**config.mk**
```make
export PLATFORM = sky130hd
export DESIGN_NAME = point_in_polygon_ray_cast
export DESIGN_NICKNAME = d
export VERILOG_FILES = /design/src/hw/rtl/pip_pkg.sv /design/src/hw/rtl/pip_cell.sv /design/src/hw/rtl/pip_edge.sv /design/src/hw/rtl/point_in_polygon_ray_cast.sv
export SDC_FILE = /design/constraint.sdc
export NUM_CORES = 2
export LEC_CHECK = 0
export BUFFER_PORTS_ARGS = -buffer_cell sky130_fd_sc_hd__buf_2
export CAP_MARGIN = 30
export CORE_UTILIZATION = 64
export CTS_BUF_LIST = sky130_fd_sc_hd__clkbuf_16
export DETAILED_ROUTE_END_ITERATION = 8
export GPL_ROUTABILITY_DRIVEN = 0
export MAX_ROUTING_LAYER = met4
export PLACE_DENSITY = 0.77
export SYNTH_ARGS = -nofsm -noshare
export SYNTH_HDL_FRONTEND = slang
export SYNTH_SLANG_ARGS = --single-unit
```
**constraint.sdc**
```tcl
create_clock -name clk -period 19.15 [get_ports clk]
set_input_delay 0.9575 -clock clk [delete_from_list [all_inputs] [get_ports clk]]
set_output_delay 0.9575 -clock clk [all_outputs]
set_load 0.01 [all_outputs]
```
**src/hw/rtl/pip_pkg.sv**
```systemverilog
// Shared constants, command codes and link types for the point-in-polygon block.
// Used by every module under hw/rtl; depends on nothing.
package pip_pkg;

	localparam int MAX_VERTICES = 64;
	localparam int COORD_BITS   = 16;

	localparam int CNT_W  = $clog2(MAX_VERTICES + 1);
	localparam int IDX_W  = $clog2(MAX_VERTICES);
	localparam int DIFF_W = COORD_BITS + 1;
	localparam int PROD_W = 2 * DIFF_W + 2;

	localparam logic [1:0] CMD_CLEAR  = 2'd0;
	localparam logic [1:0] CMD_APPEND = 2'd1;
	localparam logic [1:0] CMD_QUERY  = 2'd2;

	// one edge handed to the crossing unit
	typedef struct packed {
		logic                         vld;
		logic signed [COORD_BITS-1:0] x1;
		logic signed [COORD_BITS-1:0] y1;
		logic signed [COORD_BITS-1:0] x2;
		logic signed [COORD_BITS-1:0] y2;
		logic signed [COORD_BITS-1:0] px;
		logic signed [COORD_BITS-1:0] py;
	} edge_req_t;

	typedef struct packed {
		logic vld;
		logic crossed;
	} edge_res_t;

endpackage

```
**src/hw/rtl/pip_cell.sv**
```systemverilog
// One vertex cell of the rotating vertex chain.
// Loads on append, hands its vertex to the neighbor on every shift. Uses pip_pkg.
module pip_cell (
	input  logic                                  clk,
	input  logic                                  load,
	input  logic                                  shift,
	input  logic signed [pip_pkg::COORD_BITS-1:0] ld_x,
	input  logic signed [pip_pkg::COORD_BITS-1:0] ld_y,
	input  logic signed [pip_pkg::COORD_BITS-1:0] nb_x,
	input  logic signed [pip_pkg::COORD_BITS-1:0] nb_y,
	output logic signed [pip_pkg::COORD_BITS-1:0] x,
	output logic signed [pip_pkg::COORD_BITS-1:0] y
);

	logic signed [pip_pkg::COORD_BITS-1:0] x_q;
	logic signed [pip_pkg::COORD_BITS-1:0] y_q;

	always_ff @(posedge clk) begin
		if (load) begin
			x_q <= ld_x;
			y_q <= ld_y;
		end else if (shift) begin
			x_q <= nb_x;
			y_q <= nb_y;
		end
	end

	assign x = x_q;
	assign y = y_q;

endmodule

```
**src/hw/rtl/pip_edge.sv**
```systemverilog
// Pipelined edge crossing test: one edge per cycle, two register stages.
// Compares the truncated crossing quotient by cross-multiplication. Uses pip_pkg.
module pip_edge (
	input  logic               clk,
	input  logic               arst_n,
	input  pip_pkg::edge_req_t req,
	output pip_pkg::edge_res_t res
);

	localparam int DW = pip_pkg::DIFF_W;
	localparam int PW = pip_pkg::PROD_W;

	logic signed [DW-1:0] den;
	logic signed [DW-1:0] dy1;
	logic signed [DW-1:0] dx;
	logic signed [DW-1:0] dpx;
	logic signed [DW:0]   dy_adj;
	logic signed [DW-1:0] dabs;
	logic                 skip;

	logic                 vld_s1;
	logic                 skip_s1;
	logic signed [DW:0]   dy_s1;
	logic signed [DW-1:0] dx_s1;
	logic signed [DW-1:0] dpx_s1;
	logic signed [DW-1:0] dabs_s1;

	logic signed [2*DW:0]   n_full;
	logic signed [2*DW-1:0] m_full;

	logic                 vld_s2;
	logic                 skip_s2;
	logic signed [PW-1:0] n_s2;
	logic signed [PW-1:0] m_s2;
	logic signed [PW-1:0] dabs_s2;
	logic                 hit;

	assign den = DW'(req.y2) - DW'(req.y1);
	assign dy1 = DW'(req.py) - DW'(req.y1);
	assign dx  = DW'(req.x2) - DW'(req.x1);
	assign dpx = DW'(req.px) - DW'(req.x1);

	// fold the sign of the denominator into the numerator
	assign dy_adj = den[DW-1] ? -((DW+1)'(dy1)) : (DW+1)'(dy1);
	assign dabs   = den[DW-1] ? -den : den;

	assign skip = (req.y1 > req.py && req.y2 > req.py) ||
		(req.y1 < req.py && req.y2 < req.py) ||
		(req.x1 < req.px && req.x2 < req.px) ||
		(den == '0);

	always_ff @(posedge clk or negedge arst_n) begin
		if (!arst_n) begin
			vld_s1 <= 1'b0;
			vld_s2 <= 1'b0;
		end else begin
			vld_s1 <= req.vld;
			vld_s2 <= vld_s1;
		end
	end

	always_ff @(posedge clk) begin
		skip_s1 <= skip;
		dy_s1   <= dy_adj;
		dx_s1   <= dx;
		dpx_s1  <= dpx;
		dabs_s1 <= dabs;
	end

	assign n_full = (2*DW+1)'(dy_s1) * (2*DW+1)'(dx_s1);
	assign m_full = (2*DW)'(dpx_s1) * (2*DW)'(dabs_s1);

	always_ff @(posedge clk) begin
		skip_s2 <= skip_s1;
		n_s2    <= PW'(n_full);
		m_s2    <= PW'(m_full);
		dabs_s2 <= PW'(dabs_s1);
	end

	// trunc(n/D) >= d: floor case n >= d*D, ceil case n > (d-1)*D
	always_comb begin
		if (!n_s2[PW-1])
			hit = (n_s2 >= m_s2);
		else
			hit = (n_s2 > (m_s2 - dabs_s2));
	end

	assign res.vld     = vld_s2;
	assign res.crossed = vld_s2 && !skip_s2 && hit;

endmodule

```
**src/hw/rtl/point_in_polygon_ray_cast.sv**
```systemverilog
// Point-in-polygon (crossing number) top level: vertex chain, control and result register.
// Depends on pip_pkg, pip_cell and pip_edge.
//
// Clear and append are taken in ST_IDLE and leave the block there. A query transfer moves
// it through ST_RUN, ST_DRAIN and ST_FIN; result_valid rises as it returns to ST_IDLE, and
// the input is ready again in that same cycle, so a new query is taken only after the last
// has finished: the vertex chain rotates once around, one edge per cycle into the crossing
// pipeline, then the pipeline drains and the output register is loaded. The length of the
// run is set by the full rotation, which returns the chain to its original order, and does
// not depend on how many vertices are stored. Input is taken only between items; a
// finished result sits in an output register, so the next item can start while it waits.
// A query finishing while an earlier result still waits holds the input until it is taken.
module point_in_polygon_ray_cast (
	input  logic                                  clk,
	input  logic                                  arst_n,
	input  logic                                  item_valid,
	output logic                                  item_ready,
	input  logic [1:0]                            command,
	input  logic signed [pip_pkg::COORD_BITS-1:0] coord_x,
	input  logic signed [pip_pkg::COORD_BITS-1:0] coord_y,
	output logic                                  result_valid,
	input  logic                                  result_ready,
	output logic                                  inside_res,
	output logic                                  vertex_overflow
);

	localparam int N  = pip_pkg::MAX_VERTICES;
	localparam int CW = pip_pkg::COORD_BITS;
	localparam int NW = pip_pkg::CNT_W;
	localparam int IW = pip_pkg::IDX_W;
	localparam int DRAIN_CYCLES = 2;

	localparam logic [1:0] ST_IDLE  = 2'd0;
	localparam logic [1:0] ST_RUN   = 2'd1;
	localparam logic [1:0] ST_DRAIN = 2'd2;
	localparam logic [1:0] ST_FIN   = 2'd3;

	logic [1:0]    state_q;
	logic [IW-1:0] step_q;
	logic [NW-1:0] cnt_q;
	logic          ovf_flag_q;
	logic          parity_q;
	logic          res_vld_q;
	logic          inside_q;
	logic          ovf_out_q;

	logic signed [CW-1:0] pt_x_q;
	logic signed [CW-1:0] pt_y_q;
	logic signed [CW-1:0] first_x_q;
	logic signed [CW-1:0] first_y_q;

	logic signed [CW-1:0] cell_x [N];
	logic signed [CW-1:0] cell_y [N];
	logic [N-1:0]         load_en;

	logic xfer;
	logic append_go;
	logic shift;
	logic last_edge;
	logic out_free;

	pip_pkg::edge_req_t req;
	pip_pkg::edge_res_t res;

	assign item_ready = (state_q == ST_IDLE);
	assign xfer       = item_valid && item_ready;
	assign append_go  = xfer && (command == pip_pkg::CMD_APPEND) && (cnt_q < NW'(N));
	assign shift      = (state_q == ST_RUN);

	for (genvar k = 0; k < N; k++) begin : g_cell
		localparam int NB = (k == N - 1) ? 0 : k + 1;

		assign load_en[k] = append_go && (cnt_q == NW'(k));

		pip_cell u_cell (
			.clk   (clk),
			.load  (load_en[k]),
			.shift (shift),
			.ld_x  (coord_x),
			.ld_y  (coord_y),
			.nb_x  (cell_x[NB]),
			.nb_y  (cell_y[NB]),
			.x     (cell_x[k]),
			.y     (cell_y[k])
		);
	end

	// cell 0 holds the edge start; the closing edge goes back to the saved first vertex
	assign last_edge = ((NW'(step_q) + NW'(1)) == cnt_q);

	always_comb begin
		req.vld = (state_q == ST_RUN) && (NW'(step_q) < cnt_q);
		req.x1  = cell_x[0];
		req.y1  = cell_y[0];
		req.x2  = last_edge ? first_x_q : cell_x[1];
		req.y2  = last_edge ? first_y_q : cell_y[1];
		req.px  = pt_x_q;
		req.py  = pt_y_q;
	end

	pip_edge u_edge (
		.clk    (clk),
		.arst_n (arst_n),
		.req    (req),
		.res    (res)
	);

	assign out_free = !res_vld_q || result_ready;

	always_ff @(posedge clk or negedge arst_n) begin
		if (!arst_n) begin
			state_q    <= ST_IDLE;
			step_q     <= '0;
			cnt_q      <= '0;
			ovf_flag_q <= 1'b0;
			parity_q   <= 1'b0;
			res_vld_q  <= 1'b0;
		end else begin
			// in ST_FIN the output register is reloaded instead
			if (res_vld_q && result_ready && state_q != ST_FIN)
				res_vld_q <= 1'b0;
			if (res.vld && res.crossed)
				parity_q <= ~parity_q;

			case (state_q)
				ST_IDLE: begin
					if (xfer) begin
						case (command)
							pip_pkg::CMD_CLEAR: begin
								cnt_q      <= '0;
								ovf_flag_q <= 1'b0;
							end
							pip_pkg::CMD_APPEND: begin
								if (cnt_q < NW'(N))
									cnt_q <= cnt_q + NW'(1);
								else
									ovf_flag_q <= 1'b1;
							end
							pip_pkg::CMD_QUERY: begin
								parity_q <= 1'b0;
								step_q   <= '0;
								state_q  <= ST_RUN;
							end
							default: ;
						endcase
					end
				end
				ST_RUN: begin
					if (step_q == IW'(N - 1)) begin
						step_q  <= '0;
						state_q <= ST_DRAIN;
					end else begin
						step_q <= step_q + IW'(1);
					end
				end
				ST_DRAIN: begin
					if (step_q == IW'(DRAIN_CYCLES - 1)) begin
						step_q  <= '0;
						state_q <= ST_FIN;
					end else begin
						step_q <= step_q + IW'(1);
					end
				end
				ST_FIN: begin
					if (out_free) begin
						res_vld_q <= 1'b1;
						state_q   <= ST_IDLE;
					end
				end
				default: state_q <= ST_IDLE;
			endcase
		end
	end

	always_ff @(posedge clk) begin
		if (xfer && command == pip_pkg::CMD_QUERY) begin
			pt_x_q    <= coord_x;
			pt_y_q    <= coord_y;
			first_x_q <= cell_x[0];
			first_y_q <= cell_y[0];
		end
		if (state_q == ST_FIN && out_free) begin
			inside_q  <= parity_q;
			ovf_out_q <= ovf_flag_q;
		end
	end

	assign result_valid    = res_vld_q;
	assign inside_res      = inside_q;
	assign vertex_overflow = ovf_out_q;

endmodule

```
After elaboration in Yosys (flattened, before gate mapping)
Cells that the tools add are included.
- RAM bits: 0
- word-level logic and storage cells: 695
- flip-flop bits (word level): 2291
- bits in latches: 0
- memories: 0
- output and inout bits: 4
- memory bits (read-only): 0
- order comparisons: 10
- $mul: 2
- div/mod/pow operators: 0
- bitwise logic cells: 1
- equal/unequal tests: 79
- reductions and logical operators: 158
- muxes and demuxes: 283
- shift operators: 0
- add/subtract/negate cells: 10
- operators with widths (cell ; count):
    two-way mux 16 bit ; 259
    equality test 7 x 6 -> 1 bit (second input constant) ; 32
    nonzero test 2 bit ; 65
    equality test 7 x 5 -> 1 bit (second input constant) ; 16
    logical AND 1 bit ; 78
    subtractor 16 x 16 -> 17 bit ; 4
    < comparator 16 bit ; 4
    equality test 7 x 4 -> 1 bit (second input constant) ; 8
    >= comparator 35 x 34 -> 1 bit ; 1
    greater-than comparator 35 bit ; 1
    multiplier 18 x 17 -> 35 bit ; 1
    subtractor 34 x 17 -> 35 bit ; 1
    multiplier 17 x 17 -> 34 bit ; 1
    greater-than comparator 16 bit ; 2
    equality test 7 x 3 -> 1 bit (second input constant) ; 4
    two-way mux 6 bit ; 4
    two-way mux 18 bit ; 1
    negation 17 -> 18 bit ; 1
    case mux 6 bit (3 select lines) ; 1
    logical NOT 17 bit ; 1
    negation 17 bit ; 1
    equality test 7 x 2 -> 1 bit (second input constant) ; 2
    case mux 7 bit (2 select lines) ; 1
    two-way mux 2 bit ; 5
    26 further kinds ; 49

Depth between registers and ports, before layout
- depth after elaboration: 9
- depth in mapped cells: 24
- gate-level depth less buffers: 23

By module
Synthesis repeated with hierarchy kept, for this count alone.
- cells, all modules: 8429
- area, all modules: 133931.0 um2
- modules (own cells, without submodules) (module ; area an instance (um2) ; cells an instance ; seq. area each (um2) ; instances):
    pip_cell ; 1507.7 ; 69 ; 960.9 ; 64
    pip_edge ; 33328.2 ; 3683 ; 3193.1 ; 1
    point_in_polygon_ray_cast ; 4110.2 ; 330 ; 2432.3 ; 1

Worst setup path after synthesis
OpenSTA, ideal clock, no wires.
- path type: register to register
- from: register u_edge.dabs_s1[8]
- to: register u_edge.m_s2[32]
- stages on the path, launching flop included: 24
- period minus slack after synthesis: 6.173 ns
- buffers on the path: 2
- setup slack: 12.977 ns
- data required time: 19.023 ns
- arrival time: 6.046 ns
- path through: dfxtp_1 clkbuf_1 clkbuf_1 nand2_1 fa_1 inv_1 fa_1 inv_1 fa_1 inv_1 fa_1 inv_1 fa_1 inv_1 fa_1 ha_1 and3_1 a221o_1 a22o_1 a2111oi_0 nor4_1 nor3_1 nor3_1 xor2_1
- cells in the longest elaborated chain, start to end: 1
- RTL lines (item ; line ; RTL):
    start: declaration ; pip_edge.sv:26 ; logic signed [DW-1:0] dabs_s1;
    start signal: assignment ; pip_edge.sv:67 ; dabs_s1 <= dabs;
    multiplier 17 x 17 -> 34 bit ; pip_edge.sv:71 ; assign m_full = (2*DW)'(dpx_s1) * (2*DW)'(dabs_s1);
    net u_edge.m_full[32] ; pip_edge.sv:29 ; logic signed [2*DW-1:0] m_full;
    end signal: assignment ; pip_edge.sv:76 ; m_s2 <= PW'(m_full);
    end: declaration ; pip_edge.sv:34 ; logic signed [PW-1:0] m_s2;
The timed path passes the listed nets, and every way through them passes these cells.
A chain may end at the register's enable or synchronous reset.

Final worst setup path
- from: register u_edge.dabs_s1[2]
- to: register u_edge.m_s2[32]
Same word-level chain as after synthesis.

==> results.py <==
metrics = {
    "outcome": {
        "status": "finished clean",
    },
    "routing": {
        "num_vias": 70400,
        "firstDrtPassIters": 6,
        "drt_iter0_drc": 6611,
        "drtAntennaViolNets": 0,
        "drt-wirelength-per-cell_um": 25.4,
        "drt_wl_total_um": 287000,
        "viasPerCell": 6.22,
        "drc": 0,
    },
    "timing": {
        "tightest_slew_ns": 1.08,
        "finalCritPeriodShare_pct": 36.2,
        "setup_viol": 0,
        "fmaxAchievable_mhz": 144,
        "tns_ns": 0,
        "final_max_slew_viol_count": 0,
        "grt_setup_unrepaired": "no",
        "hold_viol": 0,
        "relSlewSlack_pct": 27.7,
        "finalClockSkew_ns": 0.0321,
        "min_period_ns": 6.94,
    },
    "logic_synthesis": {
        "yosys.area.top_type": "edfxtp_1",
        "ys_warn_count": 0,
        "synth_top_area_share_pct": 50.7,
        "yosysSeqAreaShare_pct": 53.6,
        "synth.avg_cell_area_um2": 14.3,
        "syn_nets": 9823,
        "syn-instance-count": 8781,
        "synth_flop_cell": "edfxtp_1",
        "synth-edff-count": 2114,
        "yosysMostFrequentCell": "edfxtp_1",
        "synth.distinct_cells": 88,
        "synth_seq_cells": 2291,
        "synthTopCellsByArea": "edfxtp_1, mux2_2, fa_1",
        "async_flop_share_pct": 0.873,
        "netlist_area_mm2": 0.125,
        "synthTopCellsByCount": "edfxtp_1, mux2_2, inv_1, fa_1, nand2_1",
    },
    "clocking": {
        "post-cts-setup-buffers": 0,
        "clk_latency_ns": 0.87,
        "cts_max_level": 4,
        "ctsHoldBuffers": 0,
        "clock_sinks": 2291,
        "clockRootBuffer": "clkbuf_16",
        "clk_pin_slew_ns": 0.07,
        "cts_tree": "yes",
        "cts_resized": 0,
        "cts_inserted_buffers": 226,
        "clk_path_buf_depth": 3,
    },
    "critical_path": {
        "critPathMaxFanout": 18,
        "crit_required_ns": 19.90,
        "crit_top_cell": "fa_1",
        "worstPathArrival_ns": 7.69,
        "crit_type": "reg2reg",
        "crit_chain": "nand2_1, fa_1, inv_1, fa_1, inv_1, fa_1, inv_1, fa_1, inv_1, fa_1, inv_1, fa_1, ha_1, and3_1, a221o_1, a22o_1, a2111oi_0, nor4_1, nor3_1, nor3_1, xor2_1",
        "slowest_stage": "dfxtp_1",
        "cpPeakStageDelay_ns": 0.77,
        "worstSetupEndpointType": "flip-flop",
        "cp-start-kind": "flip-flop",
    },
    "layout": {
        "fillers": 12700,
        "syn_to_final_growth_pct": 7.28,
        "fin_cells": 11300,
        "final_layout_size_suffix_gt1_share_pct": 27.1,
        "fin_nets": 9640,
    },
    "min_path": {
        "hold_path_class": "in2async",
    },
    "placed_design": {
        "post-place-cells": 10900,
        "portBuffers": 41,
        "hpwlAfterDp_um": 184000,
    },
    "die": {
        "rows": 161,
        "die-area_mm2": 0.197,
        "ios": 42,
        "die_w_um": 444,
        "core_area_mm2": 0.193,
        "initial_core_util_pct": 64.7,
        "die_y_um": 444,
    },
    "global_route": {
        "grt_max_degree": 68,
        "antenna_found_initial": 16,
        "overflow": 0,
        "grt_pass1_vias": 74100,
        "grt_usage_pct": 30.5,
        "grt_pass1_wl_um": 446000,
    },
    "job": {
        "maxCapViolCount": 0,
    },
}
## per-stage QoR
stage	setup WS, ns	area, um^2	hold WS, ns	util (%)
2_1_floorplan	12.98	125000	0.310	-
3_3_place_gp	12.28	127000	0.311	65.6
3_5_place_dp	12.33	127000	0.312	65.7
4_1_cts	12.27	134000	0.0575	69.3
5_1_grt	11.92	134000	0.113	69.4
6_report	12.21	134000	0.122	69.4
## cells by family (layout without fill, tap and decap cells)
kind of cell | Yosys count | after routing | synth area share (%)
compound gates | 584 | 584 | 3.05
xor+xnor | 178 | 178 | 1.25
fa+ha+maj | 1004 | 1004 | 13.7
buf+inv | 1420 | 1424 | 4.57
flops | 2291 | 2291 | 53.6
mux | 2054 | 2054 | 18.6
other cells | 0 | 10 | 0
simple gates | 1250 | 1250 | 5.15
## final timing paths
| kind | from | to | slack, ns | depth (start not counted) |
|---|---|---|---|---|
| min in group clk | u_edge.skip_s1 | u_edge.skip_s2 | 0.33 | 0 |
| min | arst_n | parity_q | 0.12 | 1 |
| max | u_edge.dabs_s1[2] | u_edge.m_s2[32] | 12.21 | 21 |
| max in group asynchronous | arst_n | step_q[2] | 18.59 | 1 |
| max reg2reg | u_edge.dabs_s1[2] | u_edge.m_s2[32] | 12.21 | 21 |
| min reg2reg | u_edge.skip_s1 | u_edge.skip_s2 | 0.33 | 0 |
## critical path, delay by kind of cell (launching register included)
family          cells  cell delay [ns]
flops               1             0.77
simple gates        5             0.89
compound gates      3             1.27
fa+ha+maj           7             3.41
xor+xnor            1             0.15
buf+inv             5             0.30
## cell usage in the layout, fill, tap and decap left out, drive strengths merged, types with 9 or more instances in the layout
| master | instances |
|---|---|
| o31ai | 16 |
| o211ai | 17 |
| o21a | 28 |
| and2 | 253 |
| or3 | 15 |
| nor4 | 18 |
| clkinv | 105 |
| edfxtp | 2114 |
| o21bai | 15 |
| ha | 392 |
| or2 | 42 |
| a211oi | 17 |
| dfrtp | 20 |
| a21oi | 148 |
| a21boi | 12 |
| and4 | 9 |
| o21ai | 141 |
| mux2 | 2051 |
| dfxtp | 157 |
| inv | 929 |
| xnor2 | 129 |
| nand2 | 462 |
| clkbuf | 228 |
| xor2 | 49 |
| a31oi | 25 |
| buf | 142 |
| diode | 10 |
| nor3 | 55 |
| nor2b | 31 |
| nand4 | 31 |
| a21o | 66 |
| bufinv | 13 |
| nor2 | 150 |
| fa | 612 |
| and3 | 15 |
| nand2b | 85 |
| nand3 | 64 |
## final cells by class
type / instances / area (um^2) / share of cell area, %
Sequential cell: 2291 / 67100 / 50.0
Inverter: 867 / 3250 / 2.42
Clock inverter: 187 / 1370 / 1.02
Antenna cell: 10 / 25.0 / 0.0186
Tap cell: 2526 / 3160 / 2.35
Clock buffer: 228 / 5710 / 4.25
Multi-Input combinational cell: 5070 / 52400 / 39.0
Timing Repair Buffer: 142 / 1200 / 0.891
## per-layer routing
metal,GRT usage (%),share of wire [%],vias to the layer above
met5,-,0,-
li1,-,-,30800
met3,5.53,7.7,572
met1,40.6,41,36300
met2,47.3,47,2732
met4,11.0,3.8,0
## registers in the layout, summed over array words and instances, names as in the netlist, 6 cells and up
signal	flops
u_edge.n_s2	35
u_edge.dabs_s2	17
first_y_q	16
u_edge.dy_s1	18
g_cell.u_cell.y	1024
u_edge.m_s2	34
u_edge.dx_s1	17
first_x_q	16
g_cell.u_cell.x	1024
pt_x_q	16
pt_y_q	16
u_edge.dabs_s1	17
u_edge.dpx_s1	17
step_q	6
cnt_q	7
Power is left out: the tool's default activity adds up to more than one toggle a clock period on the data nets, which glitch-free logic cannot reach.
